File: src/hw/rtl/sro_pkg.sv
// ----------------------------------------------------------------------------
// sro_pkg: shared types and constants of the sequence reorder buffer
// Store depth, field widths, function and status codes, cell control word.
// ----------------------------------------------------------------------------
`default_nettype none

package sro_pkg;

	// store geometry
	localparam int SLOTS = 16;
	localparam int CNT_W = $clog2(SLOTS + 1);

	// field widths
	localparam int SEQ_W  = 31;
	localparam int PAY_W  = 32;
	localparam int TOK_W  = 32;
	localparam int CID_W  = 16;
	localparam int CSEQ_W = 32;

	// function codes
	typedef enum logic [1:0] {
		FN_RECEIVE = 2'd0,
		FN_RELEASE = 2'd1,
		FN_RESET   = 2'd2,
		FN_UNUSED  = 2'd3
	} func_t;

	// result status codes
	typedef enum logic [2:0] {
		ST_STORED   = 3'd0,
		ST_STALE    = 3'd1,
		ST_DUP      = 3'd2,
		ST_FULL     = 3'd3,
		ST_RELEASED = 3'd4,
		ST_NONE     = 3'd5,
		ST_RESET    = 3'd6
	} status_t;

	// control word broadcast to every cell
	typedef struct packed {
		logic             ins;
		logic             rel;
		logic [SEQ_W-1:0] seq;
		logic [PAY_W-1:0] pay;
	} sro_ctrl_t;

endpackage

`default_nettype wire

File: src/hw/rtl/sro_cell.sv
// ----------------------------------------------------------------------------
// sro_cell: one entry of the sorted store
// Holds a sequence number and payload, compares against the broadcast word,
// takes the new word or its left neighbor on insert, its right neighbor on release.
// ----------------------------------------------------------------------------
`default_nettype none

module sro_cell import sro_pkg::*; (
	input  wire logic             clk,
	input  wire sro_ctrl_t        ctrl,
	input  wire logic             occ,
	input  wire logic             prev_gt,
	input  wire logic [SEQ_W-1:0] prev_seq,
	input  wire logic [PAY_W-1:0] prev_pay,
	input  wire logic [SEQ_W-1:0] next_seq,
	input  wire logic [PAY_W-1:0] next_pay,
	output logic      [SEQ_W-1:0] seq,
	output logic      [PAY_W-1:0] pay,
	output logic                  gt,
	output logic                  eq,
	output logic                  link
);

	logic [SEQ_W-1:0] seq_q;
	logic [PAY_W-1:0] pay_q;

	// entry sits at or after the insert point
	assign gt = !occ || (seq_q > ctrl.seq);
	assign eq = occ && (seq_q == ctrl.seq);

	// number follows its left neighbor without a gap
	assign link = ({1'b0, seq_q} <= ({1'b0, prev_seq} + (SEQ_W+1)'(1)));

	assign seq = seq_q;
	assign pay = pay_q;

	// insert shifts right from the insert point, release shifts left
	always_ff @(posedge clk) begin
		if (ctrl.ins && gt) begin
			if (prev_gt) begin
				seq_q <= prev_seq;
				pay_q <= prev_pay;
			end else begin
				seq_q <= ctrl.seq;
				pay_q <= ctrl.pay;
			end
		end else if (ctrl.rel) begin
			seq_q <= next_seq;
			pay_q <= next_pay;
		end
	end

endmodule

`default_nettype wire

File: src/hw/rtl/sequence_reorder_buffer_top.sv
// Flow: an accepted word loads the status and output registers and sets the walk flag;
// the walk then resolves the contiguous number across the cell chain and raises done,
// which marks the result. busy is high during the walk, so a new word cannot be
// accepted until the walk is over.
// Reset: count cleared, contiguous number and connection id set to -1,
// join token cleared; cell contents are not cleared. Results cannot be stalled.
// ----------------------------------------------------------------------------
// sequence_reorder_buffer_top: in-order packet reorder buffer
// Sorted chain of cells with hello handling, stale/duplicate/full drop,
// head release and contiguous number tracking.
// ----------------------------------------------------------------------------
`default_nettype none

module sequence_reorder_buffer_top import sro_pkg::*; (
	input  wire logic                     clk,
	input  wire logic                     arst_n,
	input  wire logic                     start,
	output logic                          busy,
	input  wire logic [1:0]               func,
	input  wire logic [SEQ_W-1:0]         seq_id,
	input  wire logic [PAY_W-1:0]         payload,
	input  wire logic                     is_hello,
	input  wire logic [TOK_W-1:0]         echoed_token,
	input  wire logic [CID_W-1:0]         offered_conn_id,
	input  wire logic signed [CSEQ_W-1:0] last_processed,
	input  wire logic                     cfg_we,
	input  wire logic [TOK_W-1:0]         cfg_wdata,
	output logic                          done,
	output logic [2:0]                    status,
	output logic [SEQ_W-1:0]              out_seq,
	output logic [PAY_W-1:0]              out_payload,
	output logic signed [CSEQ_W-1:0]      contiguous_seq,
	output logic signed [CID_W:0]         conn_id
);

	logic [TOK_W-1:0]         token_q;
	logic [CNT_W-1:0]         count_q;
	logic signed [CSEQ_W-1:0] contig_q;
	logic signed [CID_W:0]    conn_q;
	logic                     walk_q;
	logic                     walk_en_q;
	logic                     done_q;
	status_t                  status_q;
	logic [SEQ_W-1:0]         out_seq_q;
	logic [PAY_W-1:0]         out_pay_q;

	logic [SEQ_W-1:0] cell_seq  [SLOTS];
	logic [PAY_W-1:0] cell_pay  [SLOTS];
	logic [SLOTS-1:0] cell_gt;
	logic [SLOTS-1:0] cell_eq;
	logic [SLOTS-1:0] cell_link;
	logic [SLOTS-1:0] occ;

	sro_ctrl_t ctrl;
	logic      accept;
	logic      is_recv;
	logic      is_rel;
	logic      is_rst;
	logic      stale;
	logic      dup;
	logic      full;
	logic      rel_ok;
	logic      hello_take;
	logic signed [CSEQ_W:0] contig_x;

	assign accept = start && !busy;
	assign busy   = walk_q;

	assign is_recv = (func == FN_RECEIVE);
	assign is_rel  = (func == FN_RELEASE);
	assign is_rst  = (func == FN_RESET);

	// classification of a received word
	assign contig_x = {contig_q[CSEQ_W-1], contig_q};
	assign stale    = ($signed({2'b00, seq_id}) <= contig_x);
	assign dup      = |cell_eq;
	assign full     = (count_q == CNT_W'(SLOTS));

	// head release check
	assign rel_ok = occ[0] &&
		($signed({2'b00, cell_seq[0]}) ==
		 ({last_processed[CSEQ_W-1], last_processed} + (CSEQ_W+1)'(1)));

	assign hello_take = is_hello && (conn_q == '1) && (echoed_token == token_q);

	// cell control word
	assign ctrl.ins = accept && is_recv && !stale && !dup && !full;
	assign ctrl.rel = accept && is_rel && rel_ok;
	assign ctrl.seq = seq_id;
	assign ctrl.pay = payload;

	// chain of cells
	for (genvar i = 0; i < SLOTS; i++) begin : g_cell
		logic             prev_gt_w;
		logic [SEQ_W-1:0] prev_seq_w;
		logic [PAY_W-1:0] prev_pay_w;
		logic [SEQ_W-1:0] next_seq_w;
		logic [PAY_W-1:0] next_pay_w;

		assign occ[i] = (CNT_W'(i) < count_q);

		if (i == 0) begin : g_head
			assign prev_gt_w  = 1'b0;
			assign prev_seq_w = '0;
			assign prev_pay_w = '0;
		end else begin : g_body
			assign prev_gt_w  = cell_gt[i-1];
			assign prev_seq_w = cell_seq[i-1];
			assign prev_pay_w = cell_pay[i-1];
		end

		if (i == SLOTS - 1) begin : g_tail
			assign next_seq_w = '0;
			assign next_pay_w = '0;
		end else begin : g_inner
			assign next_seq_w = cell_seq[i+1];
			assign next_pay_w = cell_pay[i+1];
		end

		sro_cell u_cell (
			.clk      (clk),
			.ctrl     (ctrl),
			.occ      (occ[i]),
			.prev_gt  (prev_gt_w),
			.prev_seq (prev_seq_w),
			.prev_pay (prev_pay_w),
			.next_seq (next_seq_w),
			.next_pay (next_pay_w),
			.seq      (cell_seq[i]),
			.pay      (cell_pay[i]),
			.gt       (cell_gt[i]),
			.eq       (cell_eq[i]),
			.link     (cell_link[i])
		);
	end

	// contiguity walk: run of gap-free entries from the head
	logic             head_ok;
	logic [SLOTS-1:0] run;
	logic [SLOTS-1:0] run_end;
	logic [SEQ_W-1:0] walk_seq;

	assign head_ok = occ[0] &&
		($signed({2'b00, cell_seq[0]}) <= (contig_x + (CSEQ_W+1)'(1)));

	always_comb begin
		run[0] = head_ok;
		for (int i = 1; i < SLOTS; i++) begin
			run[i] = run[i-1] && occ[i] && cell_link[i];
		end
	end

	always_comb begin
		walk_seq = '0;
		for (int i = 0; i < SLOTS; i++) begin
			if (i == SLOTS - 1) begin
				run_end[i] = run[i];
			end else begin
				run_end[i] = run[i] && !run[i+1];
			end
			walk_seq = walk_seq | (run_end[i] ? cell_seq[i] : '0);
		end
	end

	// configuration register
	always_ff @(posedge clk or negedge arst_n) begin
		if (!arst_n) begin
			token_q <= '0;
		end else if (cfg_we) begin
			token_q <= cfg_wdata;
		end
	end

	// item execution and result registers
	always_ff @(posedge clk or negedge arst_n) begin
		if (!arst_n) begin
			count_q   <= '0;
			contig_q  <= '1;
			conn_q    <= '1;
			walk_q    <= 1'b0;
			walk_en_q <= 1'b0;
			done_q    <= 1'b0;
			status_q  <= ST_NONE;
			out_seq_q <= '0;
			out_pay_q <= '0;
		end else begin
			done_q <= walk_q;
			walk_q <= accept;
			if (accept) begin
				out_seq_q <= '0;
				out_pay_q <= '0;
				walk_en_q <= is_recv && !stale;
				case (func)
					FN_RECEIVE: begin
						if (hello_take) begin
							conn_q <= {1'b0, offered_conn_id};
						end
						if (stale) begin
							status_q <= ST_STALE;
						end else if (dup) begin
							status_q <= ST_DUP;
						end else if (full) begin
							status_q <= ST_FULL;
						end else begin
							status_q <= ST_STORED;
							count_q  <= count_q + CNT_W'(1);
						end
					end
					FN_RELEASE: begin
						if (rel_ok) begin
							status_q  <= ST_RELEASED;
							out_seq_q <= cell_seq[0];
							out_pay_q <= cell_pay[0];
							count_q   <= count_q - CNT_W'(1);
						end else begin
							status_q <= ST_NONE;
						end
					end
					FN_RESET: begin
						contig_q <= '1;
						status_q <= ST_RESET;
					end
					default: begin
						status_q <= ST_NONE;
					end
				endcase
			end else if (walk_q && walk_en_q && head_ok) begin
				contig_q <= {1'b0, walk_seq};
			end
		end
	end

	assign done           = done_q;
	assign status         = status_q;
	assign out_seq        = out_seq_q;
	assign out_payload    = out_pay_q;
	assign contiguous_seq = contig_q;
	assign conn_id        = conn_q;

`ifndef ASSERT_OFF
	a_walk_done: assert property (@(posedge clk) disable iff (!arst_n)
		walk_q |=> done_q)
		else $error("walk cycle did not produce a result");

	a_count_range: assert property (@(posedge clk) disable iff (!arst_n)
		count_q <= CNT_W'(SLOTS))
		else $error("fill count beyond store depth");

	a_stored_grows: assert property (@(posedge clk) disable iff (!arst_n)
		done_q && (status_q == ST_STORED) |-> count_q == $past(count_q, 2) + CNT_W'(1))
		else $error("stored word did not grow the count");

	a_release_shrinks: assert property (@(posedge clk) disable iff (!arst_n)
		done_q && (status_q == ST_RELEASED) |-> count_q == $past(count_q, 2) - CNT_W'(1))
		else $error("released word did not shrink the count");

	a_conn_sticky: assert property (@(posedge clk) disable iff (!arst_n)
		(conn_q != '1) |=> $stable(conn_q))
		else $error("connection id changed after assignment");
`endif

endmodule

`default_nettype wire
File: config.mk
export PLATFORM = sky130hd
export DESIGN_NAME = sequence_reorder_buffer_top
export DESIGN_NICKNAME = d
export VERILOG_FILES = /design/src/hw/rtl/sro_pkg.sv /design/src/hw/rtl/sro_cell.sv /design/src/hw/rtl/sequence_reorder_buffer_top.sv
export SDC_FILE = /design/constraint.sdc
export NUM_CORES = 2
export LEC_CHECK = 0
export BUFFER_PORTS_ARGS = -buffer_cell sky130_fd_sc_hd__buf_4
export CAP_MARGIN = 20
export CORE_MARGIN = 4
export CORE_UTILIZATION = 45
export CTS_CLUSTER_SIZE = 40
export DETAILED_ROUTE_END_ITERATION = 7
export PLACE_DENSITY_LB_ADDON = 0.15
export SKIP_CTS_REPAIR_TIMING = 1
export SYNTH_ARGS = -nofsm -noshare
export SYNTH_HDL_FRONTEND = slang
export SYNTH_SLANG_ARGS = --single-unit
File: constraint.sdc
create_clock -name clk -period 4.8 [get_ports clk]
set_clock_uncertainty 0.15 [all_clocks]
set_input_delay 0.72 -clock clk [delete_from_list [all_inputs] [get_ports clk]]
set_output_delay 0.72 -clock clk [all_outputs]
set_load 0.02 [all_outputs]
# Yosys cells after proc, flatten, opt, wreduce, memory -nomap -nowiden
# Index checks and enable logic that the tools add are counted.
# word_totals
out_inout_bits,117
in_bits,182
elab_cells,444
reg_bits,1163
# classes
n_reduce_logical,165
bitwise,15
n_lt_le_gt_ge,49
add_sub_neg,19
n_mux,127
n_eq_ne,27
# op_table
cell,count
31-bit 2-to-1 mux,65
32-bit 2-to-1 mux,52
31-bit == test,16
31-bit greater-than comparator,16
31-bit by 1-bit adder with 32-bit output (second input constant),15
31-bit by 32-bit <= comparator with 1-bit output,15
31-bit OR,15
1-bit logical AND,91
32-bit by 2-bit adder with 33-bit output (second input constant),2
4-bit by 5-bit less-than comparator with 1-bit output (first input constant),8
2-bit nonzero test,18
1-bit logical NOT,35
31-bit by 33-bit == test with 1-bit output,1
32-bit by 33-bit <= comparator with 1-bit output,1
32-bit == test,1
32-bit <= comparator,1
3-bit by 5-bit less-than comparator with 1-bit output (first input constant),4
5-bit 2-to-1 mux,4
17-bit == test (second input constant),1
1-bit logical OR,16
16-bit OR reduction,1
1-bit by 5-bit less-than comparator with 1-bit output (first input constant),2
2-bit by 5-bit less-than comparator with 1-bit output (first input constant),2
5-bit one-hot mux with 2 select lines,1
14 further kinds,19

# Longest topological paths before layout
# logic_depth
depth_word,40
depth_mapped,24
ltp_nobuf,22

# By module
# From an unflattened synthesis, not the netlist that was laid out.
# hier_totals
hier_cells,9685
area_unflattened_um2,98617.1
# by_module_without_submodules
module,cells_each,area_per_inst_um2,seq_area_each_um2,n_inst
sro_cell at g_cell[0].u_cell ...,508,5342.6,1891.8,12
sro_cell at g_cell[13].u_cell ...,511,5358.9,1891.8,3
sequence_reorder_buffer_top,1540,13051.3,3942.5,1
sro_cell at g_cell[9].u_cell,516,5377.7,1891.8,1

# Worst setup path before layout
# No wires, ideal clock.
# synth_path
kind,in2reg
start,input seq_id[30]
end,"register g_cell[9].u_cell.pay_q[0], enable pin"
path_buffers,3
t_required_ps,4219
cell_stages,14
setup_ps,431
t_arrival_ps,5304
slack_ps,-1086
cell_sequence,inv_1 > ha_1 > nand4_1 > nor2_1 > nor4bb_1 > or4_1 > or4_1 > nand2b_1 > nand3b_4 > buf_2 > a211oi_1 > buf_2 > buf_2 > nand2b_1
# synth_between
elab_chain_len,8
word_cells_on_any_way,43
cone_classes,order compare (2); eq/ne (16); reduce/logical (25)
# synth_lines
element,line_no,rtl
"start, declared",sequence_reorder_buffer_top.sv:20,"input wire logic [SEQ_W-1:0] seq_id,"
branches (longest 6 deep; another with 32-bit <= comparator),-,
1-bit logical AND (*),sro_cell.sv:39,if (ctrl.ins && gt) begin
2-bit nonzero test (no source line) (*),-,
"end signal, assigned",sro_cell.sv:42,pay_q <= prev_pay;
"end signal, assigned",sro_cell.sv:45,pay_q <= ctrl.pay;
"end signal, assigned",sro_cell.sv:49,pay_q <= next_pay;
"end, declared",sro_cell.sv:25,logic [PAY_W-1:0] pay_q;
# Mark *: on every way between the ends.
# A chain may end at the register's enable or synchronous reset.

# Worst setup path in the final report
# layout_path
start,register g_cell[0].u_cell.seq_q[0]
end,"register contig_q[19], in the netlist contiguous_seq[19]"
# layout_between
elab_chain_len,39
word_cells_on_any_way,100
cone_classes,add/sub (1); order compare (2); mux (18); bitwise (15); reduce/logical (64)
# layout_lines
element,line_no,rtl
"start, declared",sro_cell.sv:24,logic [SEQ_W-1:0] seq_q;
"start signal, assigned",sro_cell.sv:41,seq_q <= prev_seq;
"start signal, assigned",sro_cell.sv:44,seq_q <= ctrl.seq;
"start signal, assigned",sro_cell.sv:48,seq_q <= next_seq;
branches (longest 39 deep; another with 31-bit by 1-bit adder with 32-bit output),-,
"end signal, assigned",sequence_reorder_buffer_top.sv:228,"contig_q <= {1'b0, walk_seq};"
"end, declared",sequence_reorder_buffer_top.sv:38,logic signed [CSEQ_W-1:0] contig_q;
# Parallel ways; which one is timed is not known. The select of a mux whose other input is x is not followed.

==> impl_results.md <==
* DR pass1 iterations at 8
* Io pins at 299
* WP data arrival at 6170 ps
* Final wirelength at ~460 mm
* Post-Synth Simple-Gate Area at about 16%
* Antenna violations before repair at 26
* Worst-path clk slew at 60 ps
* Hold wc startpoint: func[0]
* Mean Syn Cell Area at around 9.4 um^2
* VDD IR-drop max at between 0.0003 and 0.0004 V
* GP Congestion at about 1.1
* Max FO, Critical Path at 6
* Fraction of the mapped netlist area in adder cells at 14.0%
* Worst-Margin Slew at ~1200 ps
* Commonest cells after routing, fill and taps aside: buf_4, nand2_1, ha_1, edfxtp_1, o21ai_0
* Met3 GRT Util at a little under an eighth
* Initial DRC count at between 10000 and 15000
* Area of the core at roughly 210000 um^2
* Largest net degree at the start of global routing at 71
* Number of flops mapped to enable cells by yosys at 1008
* Clk pwr share at between 30% and 40%
* Initial cell density of the core at a little under half
* GRT Total Usage at 40.6%
* Worst Hold Class: in2reg
* Worst Reg-to-Reg Cells at 21
* Row count at about 170
* CTS Sinks at roughly 1200
* Crit path time final at 5590 ps
* Nets at 12945
* Failing checks: design-rule violations, negative setup slack
* Final core occ at 58.4%
* Distinct cells, synth at 96
* Max Cap Viol at 0
* Setup WS pre-CTS at -1110 ps
* CTS H-Tree Depth at 4
* GRT busiest layer: met2
* DP Area at between 100000 and 150000 um^2
* First-pass GRT wire length at roughly 640 mm
* Pins Over Slew Limit at 0
* Commonest non-fill, non-tap cell in the layout: buf_4
* Vias per cell at roughly 6.3
* Hold depth at 2
* Antenna Violating Nets Remaining at 0
* Leak at around 53 nW
* Width of the chip at 464 um
* Port Buffers at between 200 and 300
* Post-route cell area at around 120000 um^2
* Inserted Clock Buffers at 146
* Layout fillers at roughly 18000
* Main combinational cell family by area after synthesis: simple AND/OR/NAND/NOR gates
* Data required, critical path at roughly 5400 ps
* Post-Syn Nets at 11124
* Gr ovfl total at 0
* Power Density at a little over 300 nW/um^2
* Vias in the first global route at ~88000
* Mux share of post-synthesis cell area at between 10% and 20%
* YS warnings at 0
* Detailed-route via count at between 90000 and 100k
* Flop pwr share at roughly a third
* Startpoint Class: register
* Die ar. at between 200000 and 250000 um^2
* Sw Ratio at 35.6%
* Register area share after synthesis at between 30% and 40%
* Clk Latency, worst-skew pair at roughly 850 ps
* Cells after Synth at 9899
* Detailed-route wire length per cell at between 30 and 40 um
* Final WS setup at -789 ps
* Period utilisation layout at 116%
* Slew headroom at roughly 17%
* Ys async rst share at about an eighth
* Layout cells sized above 1 at between 20% and 30%
* Worst Setup Path Type: reg2reg
* RSZ-0062 raised after global routing: yes
* Crit Reg-Reg Endpoint: contiguous_seq[19]
* NetSw at between 10 and 15 mW
* R2r setup slk at -790 ps
* Synthesized flop and latch total at around 1200
* CTS Buffer Depth at 3
* Status: finished, violations left
* Final setup fails at ~360
* Internal at 23.7 mW
* CTS tree: yes
* Cell Area, Synth at 93500 um^2
* DRC viols at 12
* Post-synthesis compound-gate area fraction at about 14%
* DP HPWL at ~360 mm
* Top FF cell, synth: edfxtp_1
* Achievable Freq at roughly 0.18 GHz
* GR Layer Usage met2 at between 50% and 60%
* Post-Synth XOR/XNOR Area at under 10%
* Grt met1 use at 55.6%
* Comb power frac at 35.5%
* Reg2reg start: g_cell[0].u_cell.seq[0]
* Crit end category: register
* P&R area growth vs syn at 29.2%
* Final Hold Viols at 0
* Root buf cell: clkbuf_16
* Chip height at ~460 um
* Worst Hold Path EP: status[1]
==> critical path, stage by stage, from the launching register on <==
cell       delay [ps]
edfxtp_1          400
ha_2              220
nand3_2           110
nor2_4            190
nand3_4           110
buf_6             160
nand2b_4          180
nor2_4             90
xnor2_1            80
ha_1              200
a21o_1            170
a21oi_2           150
o211ai_1          200
or4b_4            590
o221a_4           330
or4_4             470
and4b_2           370
nand4_1           220
and4b_4           560
clkbuf_16         230
a222oi_1           80
a21oi_1           180
==> synth_stat cells, types with 68 or more instances <==
cell type     n  area [um^2]
nand2_1    1279         4800
ha_1       1043        13100
o21ai_0    1010         5050
edfxtp_1   1008        30300
mux2i_1     919         9200
nor2_1      544         2040
a21oi_1     541         2710
clkbuf_1    476         1790
nand3_1     410         2050
xor2_1      318         2790
nand4_1     299         1870
xnor2_1     227         1990
inv_1       163          612
a21o_1      153         1150
and3_1      129          807
dfrtp_1     104         2600
buf_2       103          515
nor3_1       82          410
o211ai_1     78          586
nor2b_1      75          469
a211oi_1     69          518
o21a_1       68          510
==> sequential cells by signal (all words and copies together) (netlist names), 3 cells and up <==
signal / count
out_seq: 31
out_payload: 32
contiguous_seq: 32
count_q: 5
status: 3
g_cell.u_cell.pay: 512
g_cell.u_cell.seq: 496
conn_id: 17
token_q: 32
==> cells by family (layout without fill, tap and decap cells) <==
logic type | after synthesis | count (layout)
adders and majority gates | 1043 | 1043
other | 0 | 16
xor gates and xnor gates | 545 | 545
AOI/OAI and AO/OA | 2243 | 2243
and+or+nand+nor | 3097 | 3097
muxes | 1028 | 1028
buffers and inverters | 780 | 2721
DFF | 1163 | 1163
==> power by group through the flow <==
stage          registers, mW  clock network [mW]  logic [mW]
2_1_floorplan           12.2                   0        5.98
3_3_place_gp            12.0                   0        12.2
3_5_place_dp            12.0                   0        12.3
4_1_cts                 11.8                12.0        12.3
5_1_grt                 11.9                12.4        13.6
6_report                11.8                11.9        13.1
==> cell type report <==
type | instances | area [um^2] | share of cell area (%)
inverter | 163 | 612 | 0.506
clock buffer | 195 | 4090 | 3.38
antenna | 16 | 40.0 | 0.0331
clock inverter | 73 | 997 | 0.825
sequential | 1163 | 34200 | 28.3
tap | 2704 | 3380 | 2.80
timing repair buffer | 2290 | 20100 | 16.6
multi-input combinational | 7956 | 57500 | 47.5
==> how the worst max path moves through the flow <==
stage / startpoint / to / slack, ps
floorplan: seq_id[30] / g_cell[12].u_cell.pay[0] / -340
detailed placement: contiguous_seq[4] / contiguous_seq[23] / -1110
CTS: contiguous_seq[4] / contiguous_seq[23] / -1190
global route: g_cell[0].u_cell.seq[0] / contiguous_seq[6] / -890
finish: g_cell[0].u_cell.seq[0] / contiguous_seq[19] / -790
global placement: g_cell[0].u_cell.seq[0] / contiguous_seq[0] / -1070
==> layer usage <==
| metal | routed length (um) | up-vias |
|---|---|---|
| met5 | 53 | - |
| met4 | 26400 | 8 |
| met3 | 54500 | 1086 |
| met2 | 189000 | 5079 |
| met1 | 189000 | 45192 |
| li1 | - | 40533 |
==> through the flow <==
stage / TNS (ps) / hold slack, ps / power, mW / cells
finish: -38130 / 39.1 / 36.8 / 14560
global route: -28530 / 1.78 / 37.9 / 14546
CTS: -512620 / -302 / 36.2 / 14433
detailed placement: -1160700 / 309 / 24.3 / 14165
global placement: -1101360 / 302 / 24.2 / 14164
floorplan: -149840 / 274 / 18.2 / 9899
No activity file was read; power rests on OpenSTA's default activity.
